<file path="src/rtl/pws_pkg.sv">
// Shared types and constants for the pan window smoother.
package pws_pkg;

    // Defaults for the top level parameters
    localparam int HISTORY_DEPTH_DEF = 3;
    localparam int COORD_BITS_DEF    = 13;

    // 0.04 of the width and the target spread test both compare as 25*d < w
    localparam int ZONE_SCALE  = 25;
    // Frames in the stop zone before movement is dropped
    localparam int STOP_FRAMES = 4;
    // Floor on the maximum speed
    localparam int MIN_SPEED   = 3;

    typedef enum logic [1:0] {
        LOCK_NONE  = 2'd0,
        LOCK_LEFT  = 2'd1,
        LOCK_RIGHT = 2'd2
    } lock_t;

endpackage

</file>
<file path="src/rtl/pws_history.sv">
// Target x history and the holding test on its spread.
module pws_history #(
    parameter int HISTORY_DEPTH = pws_pkg::HISTORY_DEPTH_DEF,
    parameter int COORD_BITS    = pws_pkg::COORD_BITS_DEF
) (
    input  logic                  clk,
    input  logic                  rst_n,
    input  logic                  en,
    input  logic [COORD_BITS-1:0] target_x,
    input  logic [COORD_BITS-1:0] target_width,
    output logic                  holding
);
    import pws_pkg::*;

    localparam int SLOT_BITS = $clog2(HISTORY_DEPTH);
    localparam int PROD_BITS = COORD_BITS + 5;

    logic [COORD_BITS-1:0]    hist_reg  [HISTORY_DEPTH];
    logic [COORD_BITS-1:0]    hist_next [HISTORY_DEPTH];
    logic [HISTORY_DEPTH-1:0] valid_reg;
    logic [HISTORY_DEPTH-1:0] valid_next;
    logic [SLOT_BITS-1:0]     slot_reg;
    logic [SLOT_BITS-1:0]     slot_next;
    logic [COORD_BITS-1:0]    lo;
    logic [COORD_BITS-1:0]    hi;
    logic [PROD_BITS-1:0]     spread_scaled;

    always_comb
    begin
        for (int i = 0; i < HISTORY_DEPTH; i++)
        begin
            hist_next[i]  = (slot_reg == SLOT_BITS'(i)) ? target_x : hist_reg[i];
            valid_next[i] = valid_reg[i] | (slot_reg == SLOT_BITS'(i));
        end
        slot_next = (slot_reg == SLOT_BITS'(HISTORY_DEPTH - 1)) ? '0 : slot_reg + 1'b1;
    end

    always_comb
    begin
        lo = hist_next[0];
        hi = hist_next[0];
        for (int i = 1; i < HISTORY_DEPTH; i++)
        begin
            if (hist_next[i] < lo)
            begin
                lo = hist_next[i];
            end
            if (hist_next[i] > hi)
            begin
                hi = hist_next[i];
            end
        end
        spread_scaled = PROD_BITS'(hi - lo) * PROD_BITS'(ZONE_SCALE);
        holding = (&valid_next) && (spread_scaled < PROD_BITS'(target_width));
    end

    always_ff @(posedge clk or negedge rst_n)
    begin
        if (!rst_n)
        begin
            valid_reg <= '0;
            slot_reg  <= '0;
        end
        else if (en)
        begin
            valid_reg <= valid_next;
            slot_reg  <= slot_next;
        end
    end

    // Entries are only read once every valid bit is set
    always_ff @(posedge clk)
    begin
        if (en)
        begin
            for (int i = 0; i < HISTORY_DEPTH; i++)
            begin
                hist_reg[i] <= hist_next[i];
            end
        end
    end

endmodule

</file>
<file path="src/rtl/pws_pan.sv">
// Speed ramp, stop zone and direction lock giving the next window x.
module pws_pan #(
    parameter int COORD_BITS = pws_pkg::COORD_BITS_DEF
) (
    input  logic                  clk,
    input  logic                  rst_n,
    input  logic                  en,
    input  logic [COORD_BITS-1:0] cur_x,
    input  logic [COORD_BITS-1:0] cur_width,
    input  logic [COORD_BITS-1:0] target_x,
    input  logic                  holding,
    output logic [COORD_BITS-1:0] next_x
);
    import pws_pkg::*;

    // Speeds never exceed the larger of x_dist/24 and MIN_SPEED, so four bits fewer than a coordinate
    localparam int SPD_BITS  = COORD_BITS - 4;
    // x_dist/24 as (x_dist>>3)/3 by reciprocal
    localparam int Q3_BITS   = COORD_BITS - 3;
    localparam int S3        = Q3_BITS + 2;
    localparam int M3        = ((32'd1 << S3) + 2) / 3;
    localparam int P3_BITS   = 2 * Q3_BITS + 1;
    // diff/100 as (diff>>2)/25 by reciprocal
    localparam int Q25_BITS  = SPD_BITS - 2;
    localparam int S25       = Q25_BITS + 5;
    localparam int M25       = ((32'd1 << S25) + 24) / 25;
    localparam int P25_BITS  = 2 * Q25_BITS + 1;
    localparam int ZONE_BITS = COORD_BITS + 5;

    logic [SPD_BITS-1:0]   last_speed_reg;
    logic [SPD_BITS-1:0]   last_speed_next;
    logic [2:0]            stop_count_reg;
    logic [2:0]            stop_count_next;
    lock_t                 lock_reg;
    lock_t                 lock_next;

    logic [COORD_BITS-1:0] x_dist;
    logic                  far;
    logic                  in_zone;
    logic [P3_BITS-1:0]    prod3;
    logic [SPD_BITS-1:0]   max_raw;
    logic [SPD_BITS-1:0]   max_speed;
    logic [SPD_BITS-1:0]   diff;
    logic [P25_BITS-1:0]   prod25;
    logic [SPD_BITS-1:0]   step_q;
    logic [SPD_BITS-1:0]   step;
    logic [SPD_BITS-1:0]   speed;
    logic [2:0]            stop_inc;
    lock_t                 lock_open;
    logic [COORD_BITS:0]   right_sum;
    logic [COORD_BITS-1:0] speed_c;

    always_comb
    begin
        x_dist  = (cur_x > target_x) ? cur_x - target_x : target_x - cur_x;
        far     = !({x_dist, 1'b0} < {1'b0, cur_width});
        in_zone = (ZONE_BITS'(x_dist) * ZONE_BITS'(ZONE_SCALE)) < ZONE_BITS'(cur_width);

        prod3   = P3_BITS'(x_dist[COORD_BITS-1:3]) * P3_BITS'(M3);
        max_raw = SPD_BITS'(prod3 >> S3);
        max_speed = (max_raw < SPD_BITS'(MIN_SPEED)) ? SPD_BITS'(MIN_SPEED) : max_raw;

        diff    = max_speed - last_speed_reg;
        prod25  = P25_BITS'(diff[SPD_BITS-1:2]) * P25_BITS'(M25);
        step_q  = SPD_BITS'(prod25 >> S25);
        step    = (step_q < SPD_BITS'(2)) ? SPD_BITS'(1) : step_q;
        speed   = (last_speed_reg < max_speed) ? last_speed_reg + step : max_speed;
        speed_c = COORD_BITS'(speed);

        stop_inc  = (stop_count_reg < 3'(STOP_FRAMES)) ? stop_count_reg + 3'd1
                                                      : stop_count_reg;
        lock_open = far ? LOCK_NONE : lock_reg;
        right_sum = {1'b0, cur_x} + {1'b0, speed_c};
    end

    always_comb
    begin
        next_x          = cur_x;
        last_speed_next = last_speed_reg;
        stop_count_next = stop_count_reg;
        lock_next       = lock_reg;
        if (!far && last_speed_reg == '0)
        begin
            // Idle and close enough: stay put
        end
        else if (in_zone && last_speed_reg != '0)
        begin
            stop_count_next = stop_inc;
            lock_next       = lock_open;
            if (stop_inc > 3'(STOP_FRAMES - 1) || holding)
            begin
                lock_next       = LOCK_NONE;
                last_speed_next = '0;
            end
        end
        else
        begin
            stop_count_next = '0;
            last_speed_next = speed;
            lock_next       = lock_open;
            if (cur_x < target_x)
            begin
                if (lock_open != LOCK_LEFT)
                begin
                    next_x    = (right_sum > {1'b0, target_x}) ? target_x
                                                               : right_sum[COORD_BITS-1:0];
                    lock_next = LOCK_RIGHT;
                end
            end
            else
            begin
                if (lock_open != LOCK_RIGHT)
                begin
                    // Overshoot or underflow clamps to the target
                    next_x    = (speed_c > cur_x || (cur_x - speed_c) < target_x)
                                ? target_x : cur_x - speed_c;
                    lock_next = LOCK_LEFT;
                end
            end
        end
    end

    always_ff @(posedge clk or negedge rst_n)
    begin
        if (!rst_n)
        begin
            last_speed_reg <= '0;
            stop_count_reg <= '0;
            lock_reg       <= LOCK_NONE;
        end
        else if (en)
        begin
            last_speed_reg <= last_speed_next;
            stop_count_reg <= stop_count_next;
            lock_reg       <= lock_next;
        end
    end

endmodule

</file>
<file path="src/rtl/pan_window_smoother.sv">
// Top level of the pan window smoother: request registers and result register.
// Takes one request per clock, sustained while out_ready holds, and raises out_valid
// for a request once it has moved from the input register to the result register:
// the request is captured in an input register, the whole step (history update,
// holding test, speed ramp, stop zone and direction lock) is one combinational
// pass, and the outcome lands in the result register. State advances as each
// request moves into the result register, so consecutive requests see each
// other's effect with no gap. The input side keeps taking requests while a
// result waits, until both registers are full.
module pan_window_smoother #(
    parameter int HISTORY_DEPTH = pws_pkg::HISTORY_DEPTH_DEF,
    parameter int COORD_BITS    = pws_pkg::COORD_BITS_DEF
) (
    input  logic                  clk,
    input  logic                  rst_n,
    input  logic                  in_valid,
    output logic                  in_ready,
    input  logic [COORD_BITS-1:0] cur_x,
    input  logic [COORD_BITS-1:0] cur_y,
    input  logic [COORD_BITS-1:0] cur_width,
    input  logic [COORD_BITS-1:0] target_x,
    input  logic [COORD_BITS-1:0] target_width,
    input  logic [COORD_BITS-1:0] target_height,
    output logic                  out_valid,
    input  logic                  out_ready,
    output logic [COORD_BITS-1:0] next_x,
    output logic [COORD_BITS-1:0] next_y,
    output logic [COORD_BITS-1:0] next_width,
    output logic [COORD_BITS-1:0] next_height
);
    import pws_pkg::*;

    logic                  in_valid_reg;
    logic [COORD_BITS-1:0] cx_reg;
    logic [COORD_BITS-1:0] cy_reg;
    logic [COORD_BITS-1:0] cw_reg;
    logic [COORD_BITS-1:0] tx_reg;
    logic [COORD_BITS-1:0] tw_reg;
    logic [COORD_BITS-1:0] th_reg;

    logic                  out_valid_reg;
    logic [COORD_BITS-1:0] nx_reg;
    logic [COORD_BITS-1:0] ny_reg;
    logic [COORD_BITS-1:0] nw_reg;
    logic [COORD_BITS-1:0] nh_reg;

    logic                  advance;
    logic                  take;
    logic                  holding;
    logic [COORD_BITS-1:0] nx_calc;

    assign advance   = in_valid_reg && (!out_valid_reg || out_ready);
    assign in_ready  = !in_valid_reg || advance;
    assign take      = in_valid && in_ready;
    assign out_valid = out_valid_reg;
    assign next_x      = nx_reg;
    assign next_y      = ny_reg;
    assign next_width  = nw_reg;
    assign next_height = nh_reg;

    pws_history #(
        .HISTORY_DEPTH (HISTORY_DEPTH),
        .COORD_BITS    (COORD_BITS)
    ) u_history (
        .clk          (clk),
        .rst_n        (rst_n),
        .en           (advance),
        .target_x     (tx_reg),
        .target_width (tw_reg),
        .holding      (holding)
    );

    pws_pan #(
        .COORD_BITS (COORD_BITS)
    ) u_pan (
        .clk       (clk),
        .rst_n     (rst_n),
        .en        (advance),
        .cur_x     (cx_reg),
        .cur_width (cw_reg),
        .target_x  (tx_reg),
        .holding   (holding),
        .next_x    (nx_calc)
    );

    always_ff @(posedge clk or negedge rst_n)
    begin
        if (!rst_n)
        begin
            in_valid_reg  <= 1'b0;
            out_valid_reg <= 1'b0;
        end
        else
        begin
            if (in_ready)
            begin
                in_valid_reg <= in_valid;
            end
            if (advance)
            begin
                out_valid_reg <= 1'b1;
            end
            else if (out_ready)
            begin
                out_valid_reg <= 1'b0;
            end
        end
    end

    always_ff @(posedge clk)
    begin
        if (take)
        begin
            cx_reg <= cur_x;
            cy_reg <= cur_y;
            cw_reg <= cur_width;
            tx_reg <= target_x;
            tw_reg <= target_width;
            th_reg <= target_height;
        end
        if (advance)
        begin
            nx_reg <= nx_calc;
            ny_reg <= cy_reg;
            nw_reg <= tw_reg;
            nh_reg <= th_reg;
        end
    end

endmodule
</file>
<file path="config.mk">
export PLATFORM = sky130hd
export DESIGN_NAME = pan_window_smoother
export DESIGN_NICKNAME = d
export VERILOG_FILES = /design/src/rtl/pws_pkg.sv /design/src/rtl/pws_history.sv /design/src/rtl/pws_pan.sv /design/src/rtl/pan_window_smoother.sv
export SDC_FILE = /design/constraint.sdc
export NUM_CORES = 1
export LEC_CHECK = 0
export ABC_AREA = 1
export BUFFER_PORTS_ARGS = -buffer_cell sky130_fd_sc_hd__buf_2
export CORE_MARGIN = 1
export CORE_UTILIZATION = 65
export DETAILED_ROUTE_END_ITERATION = 10
export GPL_ROUTABILITY_DRIVEN = 0
export PLACE_DENSITY = 0.85
export SLEW_MARGIN = 0
export SYNTH_ARGS = -nofsm -noshare
export SYNTH_HDL_FRONTEND = slang
export SYNTH_SLANG_ARGS = --single-unit
</file>
<file path="constraint.sdc">
create_clock -name clk -period 20.6 [get_ports clk]
set_clock_uncertainty 0.05 [all_clocks]
set_input_delay 4.12 -clock clk [delete_from_list [all_inputs] [get_ports clk]]
set_output_delay 4.12 -clock clk [all_outputs]
set_load 0.05 [all_outputs]
</file>
== Yosys cells after proc, flatten, opt, wreduce, memory -nomap -nowiden ==
Memories as Yosys holds them, arrays and structs flattened.
Cells that the tools add are included.

* Register bits after elaboration: 151
* Memory bits (writable): 39
* Logic and storage cells: 108
* Bits of input ports: 82
* Memories: 1

{| class="wikitable"
|+ Memories
! memory !! words !! bits a word !! rd ports !! clocked after Yosys merged registers in !! wr ports !! RTL line !! RTL
|-
| u_history.hist_reg || 3 || 13 || 3 || 0 || 3 || pws_history.sv:18 || <nowiki>logic [COORD_BITS-1:0] hist_reg [HISTORY_DEPTH];</nowiki>
|}

* Order comparisons: 17
* Muxes and demuxes: 33
* $add $sub $neg: 9
* Bitwise gates (word level): 4
* Multipliers: 4
* Reductions and logical operators: 18
* Equality and inequality tests: 5

{| class="wikitable"
|+ Operator list
! kind !! count
|-
| two-way mux 13 bit || 15
|-
| < comparator 13 bit || 4
|-
| > comparator 13 bit || 3
|-
| < comparator 18 x 13 -> 1 bit || 2
|-
| two-way mux 9 bit || 4
|-
| subtractor 13 bit || 2
|-
| multiplier 10 x 10 -> 20 bit (second input constant) || 1
|-
| multiplier 13 x 5 -> 18 bit (second input constant) || 1
|-
| multiplier 18 x 5 -> 18 bit (second input constant) || 1
|-
| adder 13 x 9 -> 14 bit || 1
|-
| > comparator 14 x 13 -> 1 bit || 1
|-
| < comparator 14 x 13 -> 1 bit || 1
|-
| two-way mux 2 bit || 7
|-
| subtractor 13 x 13 -> 14 bit || 1
|-
| > comparator 9 x 13 -> 1 bit || 1
|-
| multiplier 7 x 6 -> 13 bit (second input constant) || 1
|-
| subtractor 13 x 9 -> 13 bit || 1
|-
| adder 9 bit || 1
|-
| logical NOT 9 bit || 1
|-
| < comparator 9 x 2 -> 1 bit (second input constant) || 1
|-
| < comparator 9 bit || 1
|-
| two-way mux 3 bit || 3
|-
| nonzero test 9 bit || 1
|-
| subtractor 9 bit || 1
|-
| other kinds (19) || 34
|}

== Depth between registers and ports, before layout ==
* Word-level depth: 19
* Mapped depth: 99
* Gate-level depth less buffers: 96

== Modules after synthesis ==
From an unflattened synthesis, not the netlist that was laid out.

* Cell total of the unflattened synthesis: 2411
* Area, all modules: 19277.2 um^2

{| class="wikitable"
|+ Modules (own cells, without submodules)
! module !! times used !! sequential area each (um^2) !! area each (um^2) !! cells each
|-
| pws_pan || 1 || 350.3 || 9610.5 || 1501
|-
| pws_history || 1 || 1296.2 || 5667.9 || 768
|-
| pan_window_smoother || 1 || 3953.8 || 3998.8 || 142
|}

== Least setup slack after synthesis ==
OpenSTA, ideal clock, no wires.

* Path type: register to register
* Start: register cx_reg[9]
* End: register nx_reg[12] (netlist: next_x[12]) (data pin)
* Cell stages (with the launch flop): 95
* Arrival: 13544 ps
* Clock period less this slack: 13846 ps
* Library setup time: 252 ps
* Path slack: 6754 ps
* Data required time: 20298 ps
* Cells stage by stage: edfxtp_1 -> clkbuf_1 -> inv_1 -> ha_1 -> nand2_1 -> nor2_2 -> inv_1 -> nor2_1 -> nand2_1 -> nand2_2 -> nand2_4 -> nand2_1 -> a21boi_0 -> o211ai_1 -> xor2_1 -> inv_1 -> ha_1 -> ha_1 -> [59 not listed] -> xor2_1 -> inv_1 -> ha_1 -> nand2_1 -> nor2_1 -> nor3_1 -> nand2_1 -> nand2_1 -> nand2_1 -> nand2_1 -> nand2_1 -> nand2_1 -> clkbuf_1 -> nand3_1 -> nand4_1 -> nand2_1 -> nand2_1 -> nand2_1

* Longest elaborated chain between the ends: 19
* Elaborated cells between the ends (all ways): 36
* Those cells by class: 6 x add/sub; 3 x mul; 10 x order compare; 2 x eq/ne; 12 x mux; 3 x reduce/logical

{| class="wikitable"
|+ Ends and longest elaborated chain
! item !! RTL line !! RTL
|-
| start: declaration || pan_window_smoother.sv:34 || <nowiki>logic [COORD_BITS-1:0] cx_reg;</nowiki>
|-
| start signal: assignment || pan_window_smoother.sv:114 || <nowiki>cx_reg <= cur_x;</nowiki>
|-
| subtractor 13 bit / > comparator 13 bit (equally long branches) || pws_pan.sv:55 || <nowiki>x_dist = (cur_x > target_x) ? cur_x - target_x : target_x - cur_x;</nowiki>
|-
| two-way mux 13 bit || pws_pan.sv:55 ||
|-
| multiplier 10 x 10 -> 20 bit || pws_pan.sv:59 || <nowiki>prod3 = P3_BITS'(x_dist[COORD_BITS-1:3]) * P3_BITS'(M3);</nowiki>
|-
| < comparator 9 x 2 -> 1 bit || pws_pan.sv:61 || <nowiki>max_speed = (max_raw < SPD_BITS'(MIN_SPEED)) ? SPD_BITS'(MIN_SPEED) : max_raw;</nowiki>
|-
| two-way mux 9 bit || pws_pan.sv:61 ||
|-
| subtractor 9 bit || pws_pan.sv:63 || <nowiki>diff = max_speed - last_speed_reg;</nowiki>
|-
| multiplier 7 x 6 -> 13 bit || pws_pan.sv:64 || <nowiki>prod25 = P25_BITS'(diff[SPD_BITS-1:2]) * P25_BITS'(M25);</nowiki>
|-
| < comparator 3 x 2 -> 1 bit || pws_pan.sv:66 || <nowiki>step = (step_q < SPD_BITS'(2)) ? SPD_BITS'(1) : step_q;</nowiki>
|-
| [4 not listed] || n/a ||
|-
| < comparator 13 bit || pws_pan.sv:115 || <nowiki>next_x = (speed_c > cur_x || (cur_x - speed_c) < target_x)</nowiki>
|-
| logical OR 1 bit || pws_pan.sv:115 ||
|-
| two-way mux 13 bit || pws_pan.sv:116 || <nowiki>? target_x : cur_x - speed_c;</nowiki>
|-
| two-way mux 13 bit || pws_pan.sv:112 || <nowiki>if (lock_open != LOCK_RIGHT)</nowiki>
|-
| two-way mux 13 bit || pws_pan.sv:101 || <nowiki>if (cur_x < target_x)</nowiki>
|-
| two-way mux 13 bit || pws_pan.sv:86 || <nowiki>else if (in_zone && last_speed_reg != '0)</nowiki>
|-
| two-way mux 13 bit * || pws_pan.sv:82 || <nowiki>if (!far && last_speed_reg == '0)</nowiki>
|-
| named net nx_calc[12] || pan_window_smoother.sv:50 || <nowiki>logic [COORD_BITS-1:0] nx_calc;</nowiki>
|-
| end signal: assignment || pan_window_smoother.sv:123 || <nowiki>nx_reg <= nx_calc;</nowiki>
|-
| end: declaration || pan_window_smoother.sv:42 || <nowiki>logic [COORD_BITS-1:0] nx_reg;</nowiki>
|}

Mark *: on every way through the listed nets, which the timed path passes. The rest lies on a longest branch.
A chain may end at the register's enable or synchronous reset.

== Worst setup path in the final report ==
* Start: register cx_reg[9]
* End: register nx_reg[8] (netlist: next_x[8]) (data pin)

The elaborated chain is that of the path after synthesis.

==> reports/results.md <==
| Quantity | Reported | Unit |
|:---|:---|:---|
| Status | complete, no violations | - |
| Estimated wirelength of the detail-placed design | 38.35 | mm |
| CP required | 20750 | ps |
| Starting Density | 0.6624 | - |
| 1st-iter DRT viols | 1753 | - |
| Mean routed wirelength per cell | 16.56 | um |
| Antenna violations before repair | 2 | - |
| Average via count per standard cell | 5.822 | - |
| Number of enable flip-flop cells after synthesis | 169 | - |
| Met1 demand-to-capacity share in global routing | 0.3982 | - |
| Delay of the slowest cell on the worst path | 530 | ps |
| Min Tclk post-route | 16310 | ps |
| Clock network latency to the later pin of the worst-skew pair | 450 | ps |
| Post-synth top area cell | sky130_fd_sc_hd__edfxtp_1 | - |
| Buffer cell driving the clock tree root | sky130_fd_sc_hd__clkbuf_16 | - |
| Worst reg-to-reg setup slack | 4290 | ps |
| Num ports | 136 | - |
| Wire length of the first global-routing pass | 79.16 | mm |
| Clock-pin slew on the worst setup and hold paths | 70 | ps |
| Leading register cell type out of synthesis | sky130_fd_sc_hd__edfxtp_1 | - |
| Worst Setup End Kind | register | - |
| Global routing usage summed across all routing layers | 0.3279 | - |
| Number of buffers created by CTS | 17 | - |
| CTS tree | yes | - |
| GR Overflow Total | 0 | - |
| Port buffer count | 135 | - |
| Antenna-violating nets left | 0 | - |
| Post-CTS Setup Bufs | 0 | - |
| Nets | 2986 | - |
| Peak Freq | 61.33 | MHz |
| Synth top cells by count | sky130_fd_sc_hd__nand2_1 (586), sky130_fd_sc_hd__inv_1 (415), sky130_fd_sc_hd__ha_1 (333), sky130_fd_sc_hd__edfxtp_1 (169), sky130_fd_sc_hd__o21ai_0 (156) | - |
| Signal arrival time at the worst endpoint | 16460 | ps |
| Most used cell, CP | sky130_fd_sc_hd__nand2_1 | - |
| Largest driver fanout on the critical path | 17 | - |
| Count of standard-cell rows | 62 | - |
| Fraction of layout instances using a drive strength above 1 | 0.08172 | - |
| Fin. Hold Viols | 0 | - |
| Detailed-route wire length | 48.35 | mm |
| Die Wd | 173.3 | um |
| Netlist area before placement | 19060 | um2 |
| Syn_nets | 2860 | - |
| Number of hold-repair buffers added at the cts stage | 0 | - |
| Pin count of the biggest net entering global routing | 62 | - |
| Cell depth of the worst hold path | 0 | - |
| Grt peak-use layer | met2 | - |
| Die span in y | 173.3 | um |
| Setup TNS | 0 | ps |
| Post-synth ARST share | 0.1105 | - |
| Routing usage on met2 | 0.5696 | - |
| Area share of the largest cell type after synthesis | 0.2662 | - |
| H-tree lvl count | 4 | - |
| Area added between synthesis and finish | 8.638 | % |
| Worst r2r path cells | 92 | - |
| Number of design rule violations left after detail routing | 0 | - |
| Synth Register Bits | 190 | - |
| Period utilization | 0.7915 | - |
| Setup repair after global routing missed its margin | false | - |
| Post-synth cell types | 47 | - |
| Via count | 16.99k | - |
| Max-slew violation total from the final report | 0 | - |
| Worst relative slew slack | 0.3146 | - |
| Filler Cells Inserted | 2203 | - |
| Most common cell in the synthesized netlist | sky130_fd_sc_hd__nand2_1 | - |
| Worst Path Class, Setup | register to register | - |
| Number of buffers between clock root and the deepest sink | 2 | - |
| Post-synthesis cell count | 2395 | - |
| Met3 usage | 0.05088 | - |
| Area of the core region | 28780 | um2 |
| Syn avg cell area | 7.960 | um2 |
| Portion of the post-synthesis area used by sequential elements | 0.2938 | - |
| Die area | 30020 | um2 |
| Number of gates given a new drive strength after cts | 0 | - |
| Biggest area contributors in the synthesized netlist | sky130_fd_sc_hd__edfxtp_1 (27%), sky130_fd_sc_hd__ha_1 (22%), sky130_fd_sc_hd__nand2_1 (12%), sky130_fd_sc_hd__inv_1 (8.2%), sky130_fd_sc_hd__fa_1 (5.3%) | - |
| Vias in the first global route | 16.56k | - |
| Class of the tightest hold or removal check | register to register | - |
| Synth warn | 0 | - |
| Clock tree sinks | 190 | - |
| Cell with the biggest individual delay on the critical path | sky130_fd_sc_hd__edfxtp_1 | - |
| Tightest Pin Transition | 1027 | ps |
| Max_cap viols | 0 | - |
| Largest register FFs | 39 | - |
| Nature of the critical path startpoint | register | - |
| Final number of setup-violating endpoints | 0 | - |
| Detailed Routing Iterations Pass 1 | 5 | - |
## routing by layer
layer | vias to the layer above | part of all wire
li1 | 8175 | -
met1 | 7890 | 0.39
met2 | 760 | 0.49
met3 | 168 | 0.073
met4 | 0 | 0.044
met5 | - | 0
## cell usage in the layout (no fill, tap or decap), types with 11 or more instances in the layout
master / count
sky130_fd_sc_hd__nand2_1: 586
sky130_fd_sc_hd__inv_1: 413
sky130_fd_sc_hd__ha_1: 333
sky130_fd_sc_hd__edfxtp_1: 169
sky130_fd_sc_hd__o21ai_0: 156
sky130_fd_sc_hd__nand3_1: 137
sky130_fd_sc_hd__buf_2: 135
sky130_fd_sc_hd__a21oi_1: 126
sky130_fd_sc_hd__nor2_1: 116
sky130_fd_sc_hd__xor2_1: 51
sky130_fd_sc_hd__fa_1: 50
sky130_fd_sc_hd__nand4_1: 32
sky130_fd_sc_hd__xnor2_1: 28
sky130_fd_sc_hd__dfrtp_1: 21
sky130_fd_sc_hd__nor3_1: 18
sky130_fd_sc_hd__clkbuf_16: 17
sky130_fd_sc_hd__o21bai_1: 15
sky130_fd_sc_hd__a21o_1: 13
sky130_fd_sc_hd__o21a_1: 11
## worst paths after layout
check,from,end
min in group asynchronous,rst_n,u_history.valid_reg[2]
max in group asynchronous,rst_n,u_pan.last_speed_reg[1]
hold reg to reg,th_reg[0],next_height[0]
setup / recovery,cx_reg[9],next_x[8]
hold / removal,th_reg[0],next_height[0]
setup reg to reg,cx_reg[9],next_x[8]
## critical path: cells and delay by family, from the launching register on
| family | cells | cell delay [ps] |
|---|---|---|
| adder cells (fa/ha/maj) | 16 | 5800 |
| XOR/XNOR | 4 | 940 |
| flip-flops | 1 | 530 |
| AO/OA/AOI/OAI | 11 | 2190 |
| buffers and inverters | 11 | 1070 |
| AND/OR/NAND/NOR | 50 | 5480 |
## stage by stage
| step | util | instances | hold slack (ps) | setup WS (ps) | cell area (um2) |
|---|---|---|---|---|---|
| 5_1_grt | 0.7194 | 2917 | 380.9 | 2723 | 20700 |
| 2_1_floorplan | - | 2395 | 350.3 | 6754 | 19060 |
| 6_report | 0.7196 | 2919 | 370.6 | 4295 | 20710 |
| 3_5_place_dp | 0.6992 | 2886 | 354.5 | 4650 | 20120 |
| 3_3_place_gp | 0.6992 | 2886 | 350.1 | 5263 | 20120 |
| 4_1_cts | 0.7194 | 2917 | 372.0 | 4535 | 20700 |
## area by class of cell
type,instances,area [um2],share of cell area
clock inverter,13,152.6,0.007371
sequential,190,5600,0.2704
timing repair buffer,141,720.7,0.03480
inverter,421,1584,0.07649
tap,384,480.5,0.02320
clock buffer,18,429.2,0.02072
antenna,2,5.005,0.0002417
multi-input combinational,1750,11740,0.5668
## cell families after synthesis
kind of cell	count (synthesis)	synth area share
fa+ha+maj	383	0.2711
simple gates	930	0.2051
buf+inv	455	0.09051
mux	2	0.001050
compound gates	356	0.1022
flops	190	0.2938
xor+xnor	79	0.03630
Power is left out: the tool's default activity adds up to more than one toggle a clock period on the data nets, which glitch-free logic cannot reach.
